[src/rtl/pbps_pkg.sv]
// Package for the priority beep pattern sequencer.
// Holds default parameters, field widths, register indexes, operation codes
// and the sequencing phase type. Depends on nothing.
`timescale 1ns / 1ps

package pbps_pkg;

    // Defaults for the top-level parameters.
    localparam int NUM_TONES_DEF   = 2;
    localparam int TIMER_WIDTH_DEF = 16;

    // Configuration port geometry.
    localparam int CFG_IDX_W  = 3;
    localparam int CFG_DATA_W = 16;

    // Widths of the configuration registers.
    localparam int TICK_W  = 16;
    localparam int COUNT_W = 8;

    // Register indexes.
    localparam logic [CFG_IDX_W-1:0] REG_PULSE_ON    = 3'd0;
    localparam logic [CFG_IDX_W-1:0] REG_PULSE_OFF   = 3'd1;
    localparam logic [CFG_IDX_W-1:0] REG_TRAIN_GAP   = 3'd2;
    localparam logic [CFG_IDX_W-1:0] REG_PULSES      = 3'd3;
    localparam logic [CFG_IDX_W-1:0] REG_TRAIN_REPS  = 3'd4;

    // Register reset values.
    localparam logic [TICK_W-1:0]  PULSE_ON_RST   = 16'd10;
    localparam logic [TICK_W-1:0]  PULSE_OFF_RST  = 16'd0;
    localparam logic [TICK_W-1:0]  TRAIN_GAP_RST  = 16'd0;
    localparam logic [COUNT_W-1:0] PULSES_RST     = 8'd1;
    localparam logic [COUNT_W-1:0] TRAIN_REPS_RST = 8'd1;

    // Operation codes carried by an input transfer.
    localparam logic OP_TICK    = 1'b0;
    localparam logic OP_REQUEST = 1'b1;

    // Phases of the pulse sequencer.
    typedef enum logic [4:0] {
        PH_START = 5'b00001,
        PH_STOP  = 5'b00010,
        PH_NEXT  = 5'b00100,
        PH_CHECK = 5'b01000,
        PH_DONE  = 5'b10000
    } phase_t;

endpackage

[src/rtl/priority_beep_pattern_sequencer_unit.sv]
// Top level of the priority beep pattern sequencer.
// Uses pbps_pkg for widths, register indexes, operation codes and the phase type.
`timescale 1ns / 1ps

// The block drives one buzzer from a mask of pending tone requests. Each
// input transfer is either a timer tick (op 0), which advances the phase
// timer and runs one sequencer step, or a request change (op 1), which
// sets and then clears request bits. Tone 0 is a continuous tone; every
// other tone is pulsed with the timing held in the configuration registers.
// The lowest-index pending tone wins and restarts when it takes over.
// Every input transfer yields exactly one result transfer carrying the
// buzzer level, the tone being played (NUM_TONES means none) and the
// pending mask after the item.
// An accepted item is held in the input register and executed from there,
// and the sequencer state itself forms the result register: an item passes
// through the input register and then out_valid_reg on its way to m_valid,
// and one item per cycle is sustained while the receiver keeps up.
// If the receiver stalls, the waiting result holds, the input register
// still takes one more item, and only then does s_ready fall.
// Reset (aresetn low at a clock edge) empties both registers, loads the
// register defaults and leaves no tone pending with the buzzer off.
// Configuration writes take effect on the edge where cfg_wr_en is high.
module priority_beep_pattern_sequencer_unit #(
    parameter int NUM_TONES   = pbps_pkg::NUM_TONES_DEF,
    parameter int TIMER_WIDTH = pbps_pkg::TIMER_WIDTH_DEF
) (
    input  logic                             aclk,
    input  logic                             aresetn,

    input  logic                             cfg_wr_en,
    input  logic [pbps_pkg::CFG_IDX_W-1:0]   cfg_index,
    input  logic [pbps_pkg::CFG_DATA_W-1:0]  cfg_wdata,

    input  logic                             s_valid,
    output logic                             s_ready,
    input  logic                             s_op,
    input  logic [NUM_TONES-1:0]             s_tone_set_mask,
    input  logic [NUM_TONES-1:0]             s_tone_clear_mask,
    input  logic                             s_buzzer_available,

    output logic                             m_valid,
    input  logic                             m_ready,
    output logic                             m_buzzer_on,
    output logic [$clog2(NUM_TONES+1)-1:0]   m_current_tone,
    output logic [NUM_TONES-1:0]             m_pending_tones
);

    import pbps_pkg::*;

    localparam int IDX_W = $clog2(NUM_TONES + 1);
    localparam int CMP_W = (TIMER_WIDTH > TICK_W) ? TIMER_WIDTH : TICK_W;
    localparam logic [IDX_W-1:0] TONE_NONE = IDX_W'(NUM_TONES);

    // Configuration registers.
    logic [TICK_W-1:0]  pulse_on_reg, pulse_off_reg, train_gap_reg;
    logic [COUNT_W-1:0] pulses_reg, train_reps_reg;

    // Input register.
    logic                 in_valid_reg;
    logic                 in_op_reg;
    logic [NUM_TONES-1:0] in_set_reg;
    logic [NUM_TONES-1:0] in_clr_reg;
    logic                 in_avail_reg;

    // Result valid flag; the sequencer state below doubles as result payload.
    logic out_valid_reg, out_valid_next;

    // Sequencer state.
    logic [NUM_TONES-1:0]   request_mask_reg, request_mask_next;
    logic                   was_active_reg, was_active_next;
    phase_t                 phase_reg, phase_next;
    logic [IDX_W-1:0]       last_tone_reg, last_tone_next;
    logic [COUNT_W-1:0]     pulse_count_reg, pulse_count_next;
    logic [COUNT_W-1:0]     train_count_reg, train_count_next;
    logic [TIMER_WIDTH-1:0] phase_timer_reg, phase_timer_next;
    logic                   drive_reg, drive_next;

    // Step decode.
    logic                   exec;
    logic [IDX_W-1:0]       tone_idx;
    logic                   is_pulsed;
    logic [COUNT_W-1:0]     tone_pulses, tone_trains, pulse_inc;
    logic [CMP_W-1:0]       timer_cmp, on_cmp, off_cmp, gap_cmp;
    logic [TIMER_WIDTH-1:0] timer_tick;
    logic [NUM_TONES-1:0]   keep_mask;
    logic                   run_start;

    // The input register moves into the state whenever the result slot is free.
    assign exec    = in_valid_reg && (!out_valid_reg || m_ready);
    assign s_ready = !in_valid_reg || exec;

    assign m_valid         = out_valid_reg;
    assign m_buzzer_on     = drive_reg;
    assign m_current_tone  = last_tone_reg;
    assign m_pending_tones = request_mask_reg;

    always_ff @(posedge aclk) begin
        if (!aresetn) begin
            pulse_on_reg   <= PULSE_ON_RST;
            pulse_off_reg  <= PULSE_OFF_RST;
            train_gap_reg  <= TRAIN_GAP_RST;
            pulses_reg     <= PULSES_RST;
            train_reps_reg <= TRAIN_REPS_RST;
        end else if (cfg_wr_en) begin
            case (cfg_index)
                REG_PULSE_ON:   pulse_on_reg   <= cfg_wdata[TICK_W-1:0];
                REG_PULSE_OFF:  pulse_off_reg  <= cfg_wdata[TICK_W-1:0];
                REG_TRAIN_GAP:  train_gap_reg  <= cfg_wdata[TICK_W-1:0];
                REG_PULSES:     pulses_reg     <= cfg_wdata[COUNT_W-1:0];
                REG_TRAIN_REPS: train_reps_reg <= cfg_wdata[COUNT_W-1:0];
                default: begin
                end
            endcase
        end
    end

    // The payload is captured on every input transfer and needs no reset.
    always_ff @(posedge aclk) begin
        if (s_valid && s_ready) begin
            in_op_reg    <= s_op;
            in_set_reg   <= s_tone_set_mask;
            in_clr_reg   <= s_tone_clear_mask;
            in_avail_reg <= s_buzzer_available;
        end
    end

    always_comb begin
        if (exec) begin
            out_valid_next = 1'b1;
        end else if (m_ready) begin
            out_valid_next = 1'b0;
        end else begin
            out_valid_next = out_valid_reg;
        end
    end

    always_ff @(posedge aclk) begin
        if (!aresetn) begin
            in_valid_reg     <= 1'b0;
            out_valid_reg    <= 1'b0;
            request_mask_reg <= '0;
            was_active_reg   <= 1'b0;
            phase_reg        <= PH_START;
            last_tone_reg    <= TONE_NONE;
            pulse_count_reg  <= '0;
            train_count_reg  <= '0;
            phase_timer_reg  <= '0;
            drive_reg        <= 1'b0;
        end else begin
            if (s_ready) begin
                in_valid_reg <= s_valid;
            end
            out_valid_reg    <= out_valid_next;
            request_mask_reg <= request_mask_next;
            was_active_reg   <= was_active_next;
            phase_reg        <= phase_next;
            last_tone_reg    <= last_tone_next;
            pulse_count_reg  <= pulse_count_next;
            train_count_reg  <= train_count_next;
            phase_timer_reg  <= phase_timer_next;
            drive_reg        <= drive_next;
        end
    end

    // Lowest-index pending tone wins; the keep mask retains the bits below it,
    // since a finished tone drops its own bit and every finite tone after it.
    always_comb begin
        tone_idx  = TONE_NONE;
        keep_mask = '0;
        for (int i = NUM_TONES - 1; i >= 0; i--) begin
            if (request_mask_reg[i]) begin
                tone_idx = IDX_W'(i);
            end
        end
        for (int i = 0; i < NUM_TONES; i++) begin
            keep_mask[i] = (IDX_W'(i) < tone_idx);
        end
    end

    // Tone 0 has no timing; all pulsed tones share the configuration registers.
    assign is_pulsed   = (tone_idx != '0);
    assign tone_pulses = is_pulsed ? pulses_reg : '0;
    assign tone_trains = is_pulsed ? train_reps_reg : '0;
    assign on_cmp      = is_pulsed ? CMP_W'(pulse_on_reg)  : '0;
    assign off_cmp     = is_pulsed ? CMP_W'(pulse_off_reg) : '0;
    assign gap_cmp     = is_pulsed ? CMP_W'(train_gap_reg) : '0;
    assign pulse_inc   = pulse_count_reg + COUNT_W'(1);

    // The phase timer saturates rather than wrapping.
    assign timer_tick = (phase_timer_reg == '1) ? phase_timer_reg
                                                : phase_timer_reg + TIMER_WIDTH'(1);
    assign timer_cmp  = CMP_W'(timer_tick);

    always_comb begin
        request_mask_next = request_mask_reg;
        was_active_next   = was_active_reg;
        phase_next        = phase_reg;
        last_tone_next    = last_tone_reg;
        pulse_count_next  = pulse_count_reg;
        train_count_next  = train_count_reg;
        phase_timer_next  = phase_timer_reg;
        drive_next        = drive_reg;
        run_start         = 1'b0;

        if (exec) begin
            if (in_op_reg == OP_REQUEST) begin
                request_mask_next = (request_mask_reg | in_set_reg) & ~in_clr_reg;
            end else begin
                phase_timer_next = timer_tick;
                if (request_mask_reg != '0) begin
                    was_active_next = 1'b1;
                    // A new winner restarts its pattern from the start phase.
                    if (tone_idx != last_tone_reg) begin
                        drive_next       = 1'b0;
                        pulse_count_next = '0;
                        train_count_next = '0;
                        phase_next       = PH_START;
                        last_tone_next   = tone_idx;
                    end
                    case (phase_next)
                        PH_START: begin
                            run_start = 1'b1;
                        end
                        PH_STOP: begin
                            if (timer_cmp >= on_cmp) begin
                                phase_timer_next = '0;
                                drive_next       = 1'b0;
                                phase_next       = PH_NEXT;
                            end
                        end
                        PH_NEXT: begin
                            if (timer_cmp >= off_cmp) begin
                                pulse_count_next = pulse_inc;
                                if (tone_pulses > pulse_inc) begin
                                    phase_next = PH_START;
                                    run_start  = 1'b1;
                                end else begin
                                    train_count_next = train_count_reg + COUNT_W'(1);
                                    phase_next       = PH_CHECK;
                                end
                            end
                        end
                        PH_CHECK: begin
                            if (tone_trains > train_count_reg || tone_trains == '0) begin
                                if (timer_cmp >= gap_cmp) begin
                                    pulse_count_next = '0;
                                    phase_next       = PH_START;
                                    run_start        = 1'b1;
                                end
                            end else begin
                                // The tone is finished: the step ends here.
                                request_mask_next = request_mask_reg & keep_mask;
                                last_tone_next    = TONE_NONE;
                                pulse_count_next  = '0;
                                train_count_next  = '0;
                                phase_next        = PH_START;
                            end
                        end
                        PH_DONE: begin
                            if (!is_pulsed && in_avail_reg) begin
                                drive_next = 1'b1;
                            end
                        end
                        default: begin
                            phase_next = PH_START;
                            run_start  = 1'b1;
                        end
                    endcase
                    // Entering the start phase runs it within the same tick.
                    if (run_start) begin
                        if (in_avail_reg) begin
                            drive_next = 1'b1;
                        end
                        if (tone_pulses == '0) begin
                            phase_next = PH_DONE;
                        end else begin
                            phase_timer_next = '0;
                            phase_next       = PH_STOP;
                        end
                    end
                end
                // The buzzer goes quiet on the first tick that ends with no request pending.
                if (request_mask_next == '0 && was_active_next) begin
                    was_active_next = 1'b0;
                    drive_next      = 1'b0;
                end
            end
        end
    end

    // With no tone selected the sequencer rests in the start phase, counters clear.
    a_idle_at_start: assert property (@(posedge aclk) disable iff (!aresetn)
        (last_tone_reg == TONE_NONE) |->
            (phase_reg == PH_START && pulse_count_reg == '0 && train_count_reg == '0))
        else $error("sequencer left idle state with no tone selected");

    // The buzzer can only be on while a tone has been active.
    a_drive_needs_active: assert property (@(posedge aclk) disable iff (!aresetn)
        drive_reg |-> was_active_reg)
        else $error("buzzer driven without active tone");

    // A stalled result with a full input register must block new transfers.
    a_no_overrun: assert property (@(posedge aclk) disable iff (!aresetn)
        (out_valid_reg && !m_ready && in_valid_reg) |-> !s_ready)
        else $error("input accepted while pipeline full");

    // A tick executed with no request leaves the buzzer off.
    a_empty_tick_silent: assert property (@(posedge aclk) disable iff (!aresetn)
        (exec && in_op_reg == OP_TICK && request_mask_reg == '0) |=> !drive_reg)
        else $error("buzzer on after tick with empty request mask");

endmodule
[config.mk]
export PLATFORM = sky130hd
export DESIGN_NAME = priority_beep_pattern_sequencer_unit
export DESIGN_NICKNAME = d
export VERILOG_FILES = /design/src/rtl/pbps_pkg.sv /design/src/rtl/priority_beep_pattern_sequencer_unit.sv
export SDC_FILE = /design/constraint.sdc
export NUM_CORES = 1
export LEC_CHECK = 0
export BUFFER_PORTS_ARGS = -buffer_cell sky130_fd_sc_hd__buf_2
export CAP_MARGIN = 20
export CORE_MARGIN = 3
export CORE_UTILIZATION = 50
export DETAILED_ROUTE_END_ITERATION = 16
export GPL_ROUTABILITY_DRIVEN = 0
export HOLD_SLACK_MARGIN = 0.03
export PLACE_DENSITY = 0.74
export SYNTH_ARGS = -nofsm -noshare
export SYNTH_HDL_FRONTEND = slang
export SYNTH_SLANG_ARGS = --single-unit
[constraint.sdc]
create_clock -name aclk -period 4.85 [get_ports aclk]
set_input_delay 0.485 -clock aclk [delete_from_list [all_inputs] [get_ports aclk]]
set_output_delay 0.485 -clock aclk [all_outputs]
set_load 0.05 [all_outputs]
==> Word level (Yosys, flattened, before mapping) <==
Index checks and enable logic that the tools add are counted.
{ "totals": {"word_cells": 139, "ramBits": 0, "latch_bits": 0, "mem_bits_ro": 0, "memories": 0, "input_bits": 30, "output_inout_bits": 7, "ff_bits": 115} }
{ "classes": {"n_eq_ne": 11, "n_reduce_logical": 28, "addsub": 3, "div_mod_pow": 0, "n_lt_le_gt_ge": 7, "shifts": 0, "mul": 0, "bitwise_logic": 5, "mux": 66} }
{ "ops": {"columns": ["op", "n"], "rows": [
  ["16-bit two-way mux", 9],
  ["8-bit two-way mux", 10],
  ["5-bit two-way mux", 10],
  ["16-bit >= comparator", 3],
  ["8-bit case mux with 2 select lines", 2],
  ["2-bit two-way mux", 11],
  ["1-bit two-way mux", 20],
  ["5-bit case mux with 4 select lines", 1],
  ["16-bit by 1-bit adder with 16-bit output, second input constant", 1],
  ["8-bit by 1-bit adder with 8-bit output, second input constant", 2],
  ["16-bit == test, second input constant", 1],
  ["8-bit > comparator", 2],
  ["8-bit logical NOT", 2],
  ["2-bit AND reduction", 6],
  ["2-bit nonzero test", 4],
  ["3-bit by 2-bit == test with 1-bit output, second input constant", 2],
  ["3-bit AND reduction", 2],
  ["5-bit by 1-bit == test with 1-bit output, second input constant", 1],
  ["5-bit by 2-bit == test with 1-bit output, second input constant", 1],
  ["5-bit by 3-bit == test with 1-bit output, second input constant", 1],
  ["5-bit by 4-bit == test with 1-bit output, second input constant", 1],
  ["5-bit == test, second input constant", 1],
  ["2-bit AND", 2],
  ["1-bit logical AND", 4],
  ["15 further kinds", 21]
]} }

==> Logic depth before layout (Yosys ltp) <==
Gate-level depths: netlist of the first run.
{ "depth": {"depth_word": 16, "mapped_depth": 21, "depth_no_buf": 19} }

==> Worst setup path before layout of the first run <==
OpenSTA, ideal clock, no wires.
{ "synth_path": {"path_kind": "register to register", "startpoint": "register phase_timer_reg[0]", "endpoint": "register phase_timer_reg[2]", "path_buffers": 1, "arrival_time_ns": 3.944, "slack_ns": 0.784, "path_stages_with_launch": 18, "required_time_ns": 4.728, "setup_ns": 0.122, "period_less_slack_ns": 4.066, "cell_sequence": "dfxtp_1 > ha_1 > nand3_4 > or4_4 > buf_2 > nand2b_1 > nor2_1 > xor2_1 > ha_1 > nand4_1 > or4_1 > a31oi_1 > a22oi_1 > o211ai_2 > a221oi_4 > o21a_4 > o211ai_4 > o21ai_2"} }
{ "synth_between": {"elab_chain_len": 11, "elab_cells_between_ends": 18, "cone_classes": "1 x add/sub; 3 x order compare; 1 x eq/ne; 13 x mux"} }
{ "synth_lines": {"columns": ["item", "line", "rtl"], "rows": [
  ["start, declared", "priority_beep_pattern_sequencer_unit.sv:75", "logic [TIMER_WIDTH-1:0] phase_timer_reg, phase_timer_next;"],
  ["start signal, assigned", "priority_beep_pattern_sequencer_unit.sv:160", "phase_timer_reg <= phase_timer_next;"],
  ["16-bit by 1-bit adder with 16-bit output or 16-bit == test (tied branches)", "priority_beep_pattern_sequencer_unit.sv:191, priority_beep_pattern_sequencer_unit.sv:190", null],
  ["16-bit two-way mux *", "priority_beep_pattern_sequencer_unit.sv:190", "assign timer_tick = (phase_timer_reg == '1) ? phase_timer_reg"],
  ["16-bit >= comparator", "priority_beep_pattern_sequencer_unit.sv:245", "if (timer_cmp >= gap_cmp) begin"],
  ["1-bit two-way mux", "priority_beep_pattern_sequencer_unit.sv:245", null],
  ["1-bit two-way mux", "priority_beep_pattern_sequencer_unit.sv:244", "if (tone_trains > train_count_reg || tone_trains == '0) begin"],
  ["1-bit case mux with 3 select lines", "priority_beep_pattern_sequencer_unit.sv:220", "case (phase_next)"],
  ["1-bit two-way mux", "priority_beep_pattern_sequencer_unit.sv:210", "if (request_mask_reg != '0) begin"],
  ["1-bit two-way mux", "priority_beep_pattern_sequencer_unit.sv:206", "if (in_op_reg == OP_REQUEST) begin"],
  ["1-bit two-way mux", "priority_beep_pattern_sequencer_unit.sv:205", "if (exec) begin"],
  ["16-bit two-way mux", "priority_beep_pattern_sequencer_unit.sv:270", "if (run_start) begin"],
  ["16-bit two-way mux *", "priority_beep_pattern_sequencer_unit.sv:210", null]
]} }
Mark *: on every way between the ends. The rest lies on a longest branch, timed or not. The select of a mux whose other input is x is not followed.
A chain may end at the register's enable or synchronous reset.

==> Worst setup path in the final report of the first run <==
{ "layout_path": {"startpoint": "register phase_timer_reg[0]", "endpoint": "register pulse_count_reg[6]"} }
{ "layout_between": {"elab_chain_len": 6, "elab_cells_between_ends": 9, "cone_classes": "1 x add/sub; 2 x order compare; 1 x eq/ne; 5 x mux"} }
{ "layout_lines": {"columns": ["item", "line", "rtl"], "rows": [
  ["16-bit by 1-bit adder with 16-bit output or 16-bit == test (tied branches)", "priority_beep_pattern_sequencer_unit.sv:191, priority_beep_pattern_sequencer_unit.sv:190", null],
  ["16-bit two-way mux *", "priority_beep_pattern_sequencer_unit.sv:190", null],
  ["16-bit >= comparator", "priority_beep_pattern_sequencer_unit.sv:245", null],
  ["8-bit two-way mux", "priority_beep_pattern_sequencer_unit.sv:245", null],
  ["8-bit two-way mux", "priority_beep_pattern_sequencer_unit.sv:244", null],
  ["8-bit case mux with 2 select lines *", "priority_beep_pattern_sequencer_unit.sv:220", null],
  ["end signal, assigned", "priority_beep_pattern_sequencer_unit.sv:158", "pulse_count_reg <= pulse_count_next;"],
  ["end, declared", "priority_beep_pattern_sequencer_unit.sv:73", "logic [COUNT_W-1:0] pulse_count_reg, pulse_count_next;"]
]} }
Mark *: on every way between the ends. The rest lies on a longest branch, timed or not.

==> impl_metrics.tcl, run 1 <==
set metrics [dict create \
    run_status "finished clean" \
    fin_nets 1014 \
    rows 42 \
    hold_path.class "input port to register" \
    p_per_area_nw_per_um2 305 \
    dp.final_hpwl_mm 12.7 \
    via_per_inst 5.70 \
    drtIter0Drc 503 \
    cts.clk_slew.worst_paths_ns 0.06 \
    io_buffers 36 \
    fin_area_sq_um 8020 \
    ys_seq_elements 115 \
    grt_pass1_wl_mm 29.6 \
    antenna_found_initial 0 \
    post-route-period-util_pct 93.2 \
    syn_area_per_cell_sq_um 7.89 \
    synthToLayoutAreaGrowth_pct 13.2 \
    synth_top_area_share_pct 30.8 \
    power_leakage_nw 3.20 \
    finClkSkew_ns 0.00656 \
    synthFlopType "dfxtp_1" \
    synth_warnings 0 \
    critical-path-top-delay-family "simple AND/OR/NAND/NOR gates" \
    cp_max_fo 12 \
    synth_edf_count 6 \
    routed_wl_mm 17.8 \
    vias 6335 \
    ys_types 68 \
    wl_per_cell_um 16.0 \
    ant_nets 0 \
    synthMostInstantiatedCell "nand2_1" \
    grt_max_degree 89 \
    die_h_um 125 \
    critical_path_class "register to register" \
    die_x_um 125 \
    path_cells "ha_1 > nand3_4 > or4_4 > nand2b_1 > nor2_1 > xor2_1 > ha_1 > nand4_1 > or4_1 > a31oi_1 > a22oi_1 > o211ai_2 > nor3_1 > o21a_1 > nor2_1 > o22ai_1" \
    finalWorstSetupSlack_ns 0.332 \
    critPathLaunchType "register" \
    cts_root_buf "clkbuf_16" \
    post-place-ws_ns 0.368 \
    arrival_ns 4.80 \
    fmax_mhz 221 \
    syn_nets 988 \
    syn_inst 897 \
    core-area_sq_um 13600 \
    synth_area_sq_um 7080 \
    synth_seq_area_share_pct 33.4 \
    final_util_pct 59.1 \
    required_ns 5.13 \
    route.detailed.drc 0 \
    finalHoldViolCount 0 \
    setup_violations 0 \
    fp.dieArea_sq_um 15600 \
    setup-tns-final_ns 0 \
    path_buf_inv 0 \
    synth_area_leaders "dfxtp_1, nand2_1, ha_1, a21boi_0, nand3_1" \
    ir_worst_vdd_mv 0.290 \
    numCtsBuffers 17 \
    rsz0062_at_grt "no" \
    ctsHoldBuffers 0 \
    yosys-top-cells-count "nand2_1, dfxtp_1, a21boi_0, ha_1, nand3_1" \
    placed_cell_area_sq_um 7400 \
    ios 37 \
    maxCapViolations 0 \
    clock_latency_ns 0.42 \
    cts_tree "built" \
    period_needed_ns 4.52 \
    worst_pin_slew_ns 0.806 \
    diodes 0 \
    gr-usage-all-layers_pct 22.9 \
    start_util_pct 52.2 \
    slowest_delay_ns 0.68 \
    async_flop_share_pct 0 \
    clockBufferDepth 2 \
    yosysTopAreaCell "dfxtp_1" \
    drive_above_1_share_pct 11.0 \
    grt_pass1_vias 5888 \
    end_kind "register" \
    cts.sinks 115 \
    cpMaxStageDelayCell "or4_4" \
    fin_total_pwr_mw 2.45 \
    finalMaxSlewViolations 0 \
    maxSlewHeadroom_pct 46.3 \
    grt_overflow_total 0 \
    first_pass_iters 7 \
    cts.htree.levels 4 \
]
[report_power, final]
part	internal, mW	switching [mW]
registers	0.971	0.0117
clock network	0.789	0.479
logic	0.0722	0.125
total	1.83	0.616
[per-layer routing]
layer / vias up / part of all wire (%) / global-route usage (%)
met2: 174 / 43 / 33.5
li1: 3199 / - / -
met4: 0 / 1.4 / 7.78
met3: 23 / 5.6 / 4.73
met5: - / 0 / 0
met1: 2939 / 50 / 33.7
[per-stage QoR]
step | hold WS [ns] | cells
after detailed placement | 0.454 | 1079
final | 0.239 | 1112
after floorplan | 0.439 | 897
after global placement | 0.451 | 1079
after CTS | 0.228 | 1111
after global routing | 0.231 | 1112
[final cells by class]
| cell class | count | area [sq um] |
|---|---|---|
| tap | 176 | 220 |
| multi-input combinational | 715 | 4460 |
| timing repair buffer | 48 | 274 |
| fill | 1269 | 5540 |
| clock buffer | 18 | 450 |
| clock inverter | 14 | 150 |
| inverter | 26 | 97.6 |
| sequential | 115 | 2360 |
[what timing repair did]
action	4_1_cts	5_1_grt
setup endpoints to repair	0	6
buffers inserted	0	0
gates resized for setup	0	1
[cells by family after synthesis]
| logic type | synth area share (%) |
|---|---|
| simple gates | 27.3 |
| compound gates | 21.8 |
| flops | 33.4 |
| buf+inv | 3.66 |
| fa+ha+maj | 10.9 |
| xor+xnor | 2.85 |
| mux | 0.141 |
[path summary, 6_finish.rpt]
kind | start | endpoint | slack (ns) | cells after the start
min | s_op | in_op_reg$_DFFE_PP_ | 0.24 | 1
max reg2reg | phase_timer_reg[0]$_SDFFE_PN0P_ | pulse_count_reg[6]$_SDFFE_PN0P_ | 0.33 | 16
min reg2reg | pulse_off_reg[2]$_SDFFE_PN0P_ | pulse_off_reg[2]$_SDFFE_PN0P_ | 0.46 | 2
max | phase_timer_reg[0]$_SDFFE_PN0P_ | pulse_count_reg[6]$_SDFFE_PN0P_ | 0.33 | 16
[cell usage in the layout (no fill, tap or decap), types with 11 or more instances in the layout]
master	count
a21boi_0	65
clkbuf_16	18
nor2_1	37
xnor2_1	15
nor3_1	16
o21ai_0	23
nor2b_1	29
o21a_1	12
buf_4	11
and2_1	11
and3_1	13
ha_1	61
dfxtp_1	109
nand2_1	225
nand4_1	14
nand3_1	38
a21oi_1	30
o21ai_1	11
buf_2	36
inv_1	26
Note: power is estimated with default switching activity, not from simulation.
==> run 2: changes to the inputs <==
--- a/config.mk
+++ b/config.mk
@@ -7,6 +7,7 @@
 export LEC_CHECK = 0
 export BUFFER_PORTS_ARGS = -buffer_cell sky130_fd_sc_hd__buf_2
 export CAP_MARGIN = 20
+export CORE_ASPECT_RATIO = 0.8
 export CORE_MARGIN = 3
 export CORE_UTILIZATION = 50
 export DETAILED_ROUTE_END_ITERATION = 16
==> impl_metrics.tcl, run 2 (synthesis results as in run 1) <==
set metrics [dict create \
    setup-tns-final_ns 0 \
    finClkSkew_ns 0.00846 \
    route.detailed.drc 0 \
    finalHoldViolCount 0 \
    worstHoldStart "s_tone_set_mask[1]" \
    grt_max_degree 62 \
    ff2ff_path_depth 16 \
    start_util_pct 51.7 \
    numCtsBuffers 17 \
    fin_nets 1014 \
    wl_per_cell_um 16.3 \
    rrSetupSlack_ns 0.28 \
    cts.sinks 115 \
    clockBufferDepth 2 \
    clock_latency_ns 0.42 \
    first_pass_iters 5 \
    fin_area_sq_um 8040 \
    routed_wl_mm 18.2 \
    required_ns 5.15 \
    power_leakage_nw 3.20 \
    gr-usage-all-layers_pct 23.8 \
    drive_above_1_share_pct 10.9 \
    hold_depth 1 \
    synthToLayoutAreaGrowth_pct 13.5 \
    ant_nets 0 \
    maxCapViolations 0 \
    vias 6362 \
    n_fill_cell 1243 \
    period_needed_ns 4.57 \
    maxSlewHeadroom_pct 47.2 \
    diodes 0 \
    run_status "finished clean" \
    fmax_mhz 219 \
    die_x_um 139 \
    post_cts_resized 0 \
    grt_pass1_wl_mm 30.3 \
    die_h_um 112 \
    via_per_inst 5.70 \
    ir_worst_vdd_mv 0.228 \
    timing.hold.ws_ns 0.243 \
    cts_tree "built" \
    post-route-period-util_pct 94.2 \
    setup_violations 0 \
    dp.final_hpwl_mm 13.4 \
    grt_overflow_total 0 \
    hold_end "in_set_reg[1]$_DFFE_PP_" \
    end_kind "register" \
    hold_path.class "input port to register" \
    io_buffers 36 \
    r2r_end "phase_timer_reg[2]$_SDFFE_PN0P_" \
    core-area_sq_um 13700 \
    final_cell_mix "nand2_1, dfxtp_1, a21boi_0, ha_1, nand3_1" \
    antenna_found_initial 0 \
    final_util_pct 58.7 \
    cts_root_buf "clkbuf_16" \
    placed_cell_area_sq_um 7410 \
    worstReg2RegStart "phase_timer_reg[0]$_SDFFE_PN0P_" \
    p_per_area_nw_per_um2 307 \
    drtIter0Drc 499 \
    final_common_cell "nand2_1" \
    arrival_ns 4.87 \
    fp.dieArea_sq_um 15600 \
    ctsHoldBuffers 0 \
    rsz0062_at_grt "no" \
    ios 37 \
    critPathLaunchType "register" \
    post-cts-setup-buffer-count 0 \
    fin_cells 1116 \
    cts.clk_slew.worst_paths_ns 0.05 \
    cts.htree.levels 4 \
    worst_pin_slew_ns 0.790 \
    finalMaxSlewViolations 0 \
    dp.cells 1083 \
    rows 38 \
    critical_path_class "register to register" \
    cp_max_fo 12 \
    grt_pass1_vias 5772 \
]
[run 2: cell types whose count changed in the layout (fill, tap and decap cells not counted), sizes merged]
| cell | delta |
|---|---|
| clkinvlp | -1 |
| clkbuf | +4 |
| inv | -3 |
[run 2: worst max-delay path by stage]
stage | slack (ns) | from | endpoint | cells after the start
after global routing | 0.03 | phase_timer_reg[3]$_SDFFE_PN0P_ | phase_timer_reg[14]$_SDFFE_PN0P_ | 19
after global placement | 0.52 | phase_timer_reg[0]$_SDFFE_PN0P_ | pulse_count_reg[7]$_SDFFE_PN0P_ | 16
final | 0.28 | phase_timer_reg[0]$_SDFFE_PN0P_ | phase_timer_reg[2]$_SDFFE_PN0P_ | 16
after CTS | 0.33 | phase_timer_reg[0]$_SDFFE_PN0P_ | pulse_count_reg[7]$_SDFFE_PN0P_ | 16
after floorplan | 0.78 | phase_timer_reg[0]$_SDFFE_PN0P_ | phase_timer_reg[2]$_SDFFE_PN0P_ | 17
after detailed placement | 0.39 | phase_timer_reg[0]$_SDFFE_PN0P_ | pulse_count_reg[7]$_SDFFE_PN0P_ | 16
[run 2: report_power, final]
group | switching, mW | internal, mW | leakage, nW
combinational | 0.127 | 0.0714 | 1.97
clock | 0.457 | 0.832 | 0.293
sequential | 0.0114 | 0.971 | 0.940
[run 2: routing by layer]
metal  share of wire, %  global-route usage, %  vias to the layer above
met5                  0                      0                        -
met4                1.3                   6.39                        0
met1                 52                   37.6                     2933
met2                 40                   32.8                      203
met3                6.6                   4.47                       24
li1                   -                      -                     3202
[run 2: final cells by class]
| cell class | instances | area (sq um) | share of cell area, % |
|---|---|---|---|
| multi-input cells | 715 | 4470 | 55.6 |
| flip-flops and latches | 115 | 2360 | 29.4 |
| clock buffers | 22 | 497 | 6.18 |
| repair buffers | 48 | 270 | 3.36 |
| well taps | 180 | 225 | 2.80 |
| clock inverters | 10 | 120 | 1.49 |
| inverters | 26 | 97.6 | 1.21 |
[run 2: critical path, stage by stage, from the launching register on]
cell	delay [ns]
dfxtp_1	0.40
ha_1	0.30
nand3_4	0.16
or4_4	0.67
nand2b_1	0.24
nor2_1	0.11
xor2_1	0.37
ha_1	0.25
nand4_1	0.11
or4_1	0.48
a31oi_1	0.16
a22oi_1	0.10
o211ai_2	0.31
a221oi_4	0.15
o21a_4	0.27
o211ai_4	0.28
o21ai_2	0.10
[run 2: stage by stage]
| step | worst slack [ns] | total power, mW |
|---|---|---|
| after global placement | 0.518 | 1.19 |
| final | 0.281 | 2.47 |
| after detailed placement | 0.386 | 1.20 |
| after global routing | 0.0275 | 2.55 |
| after CTS | 0.334 | 2.48 |
| after floorplan | 0.784 | 1.13 |
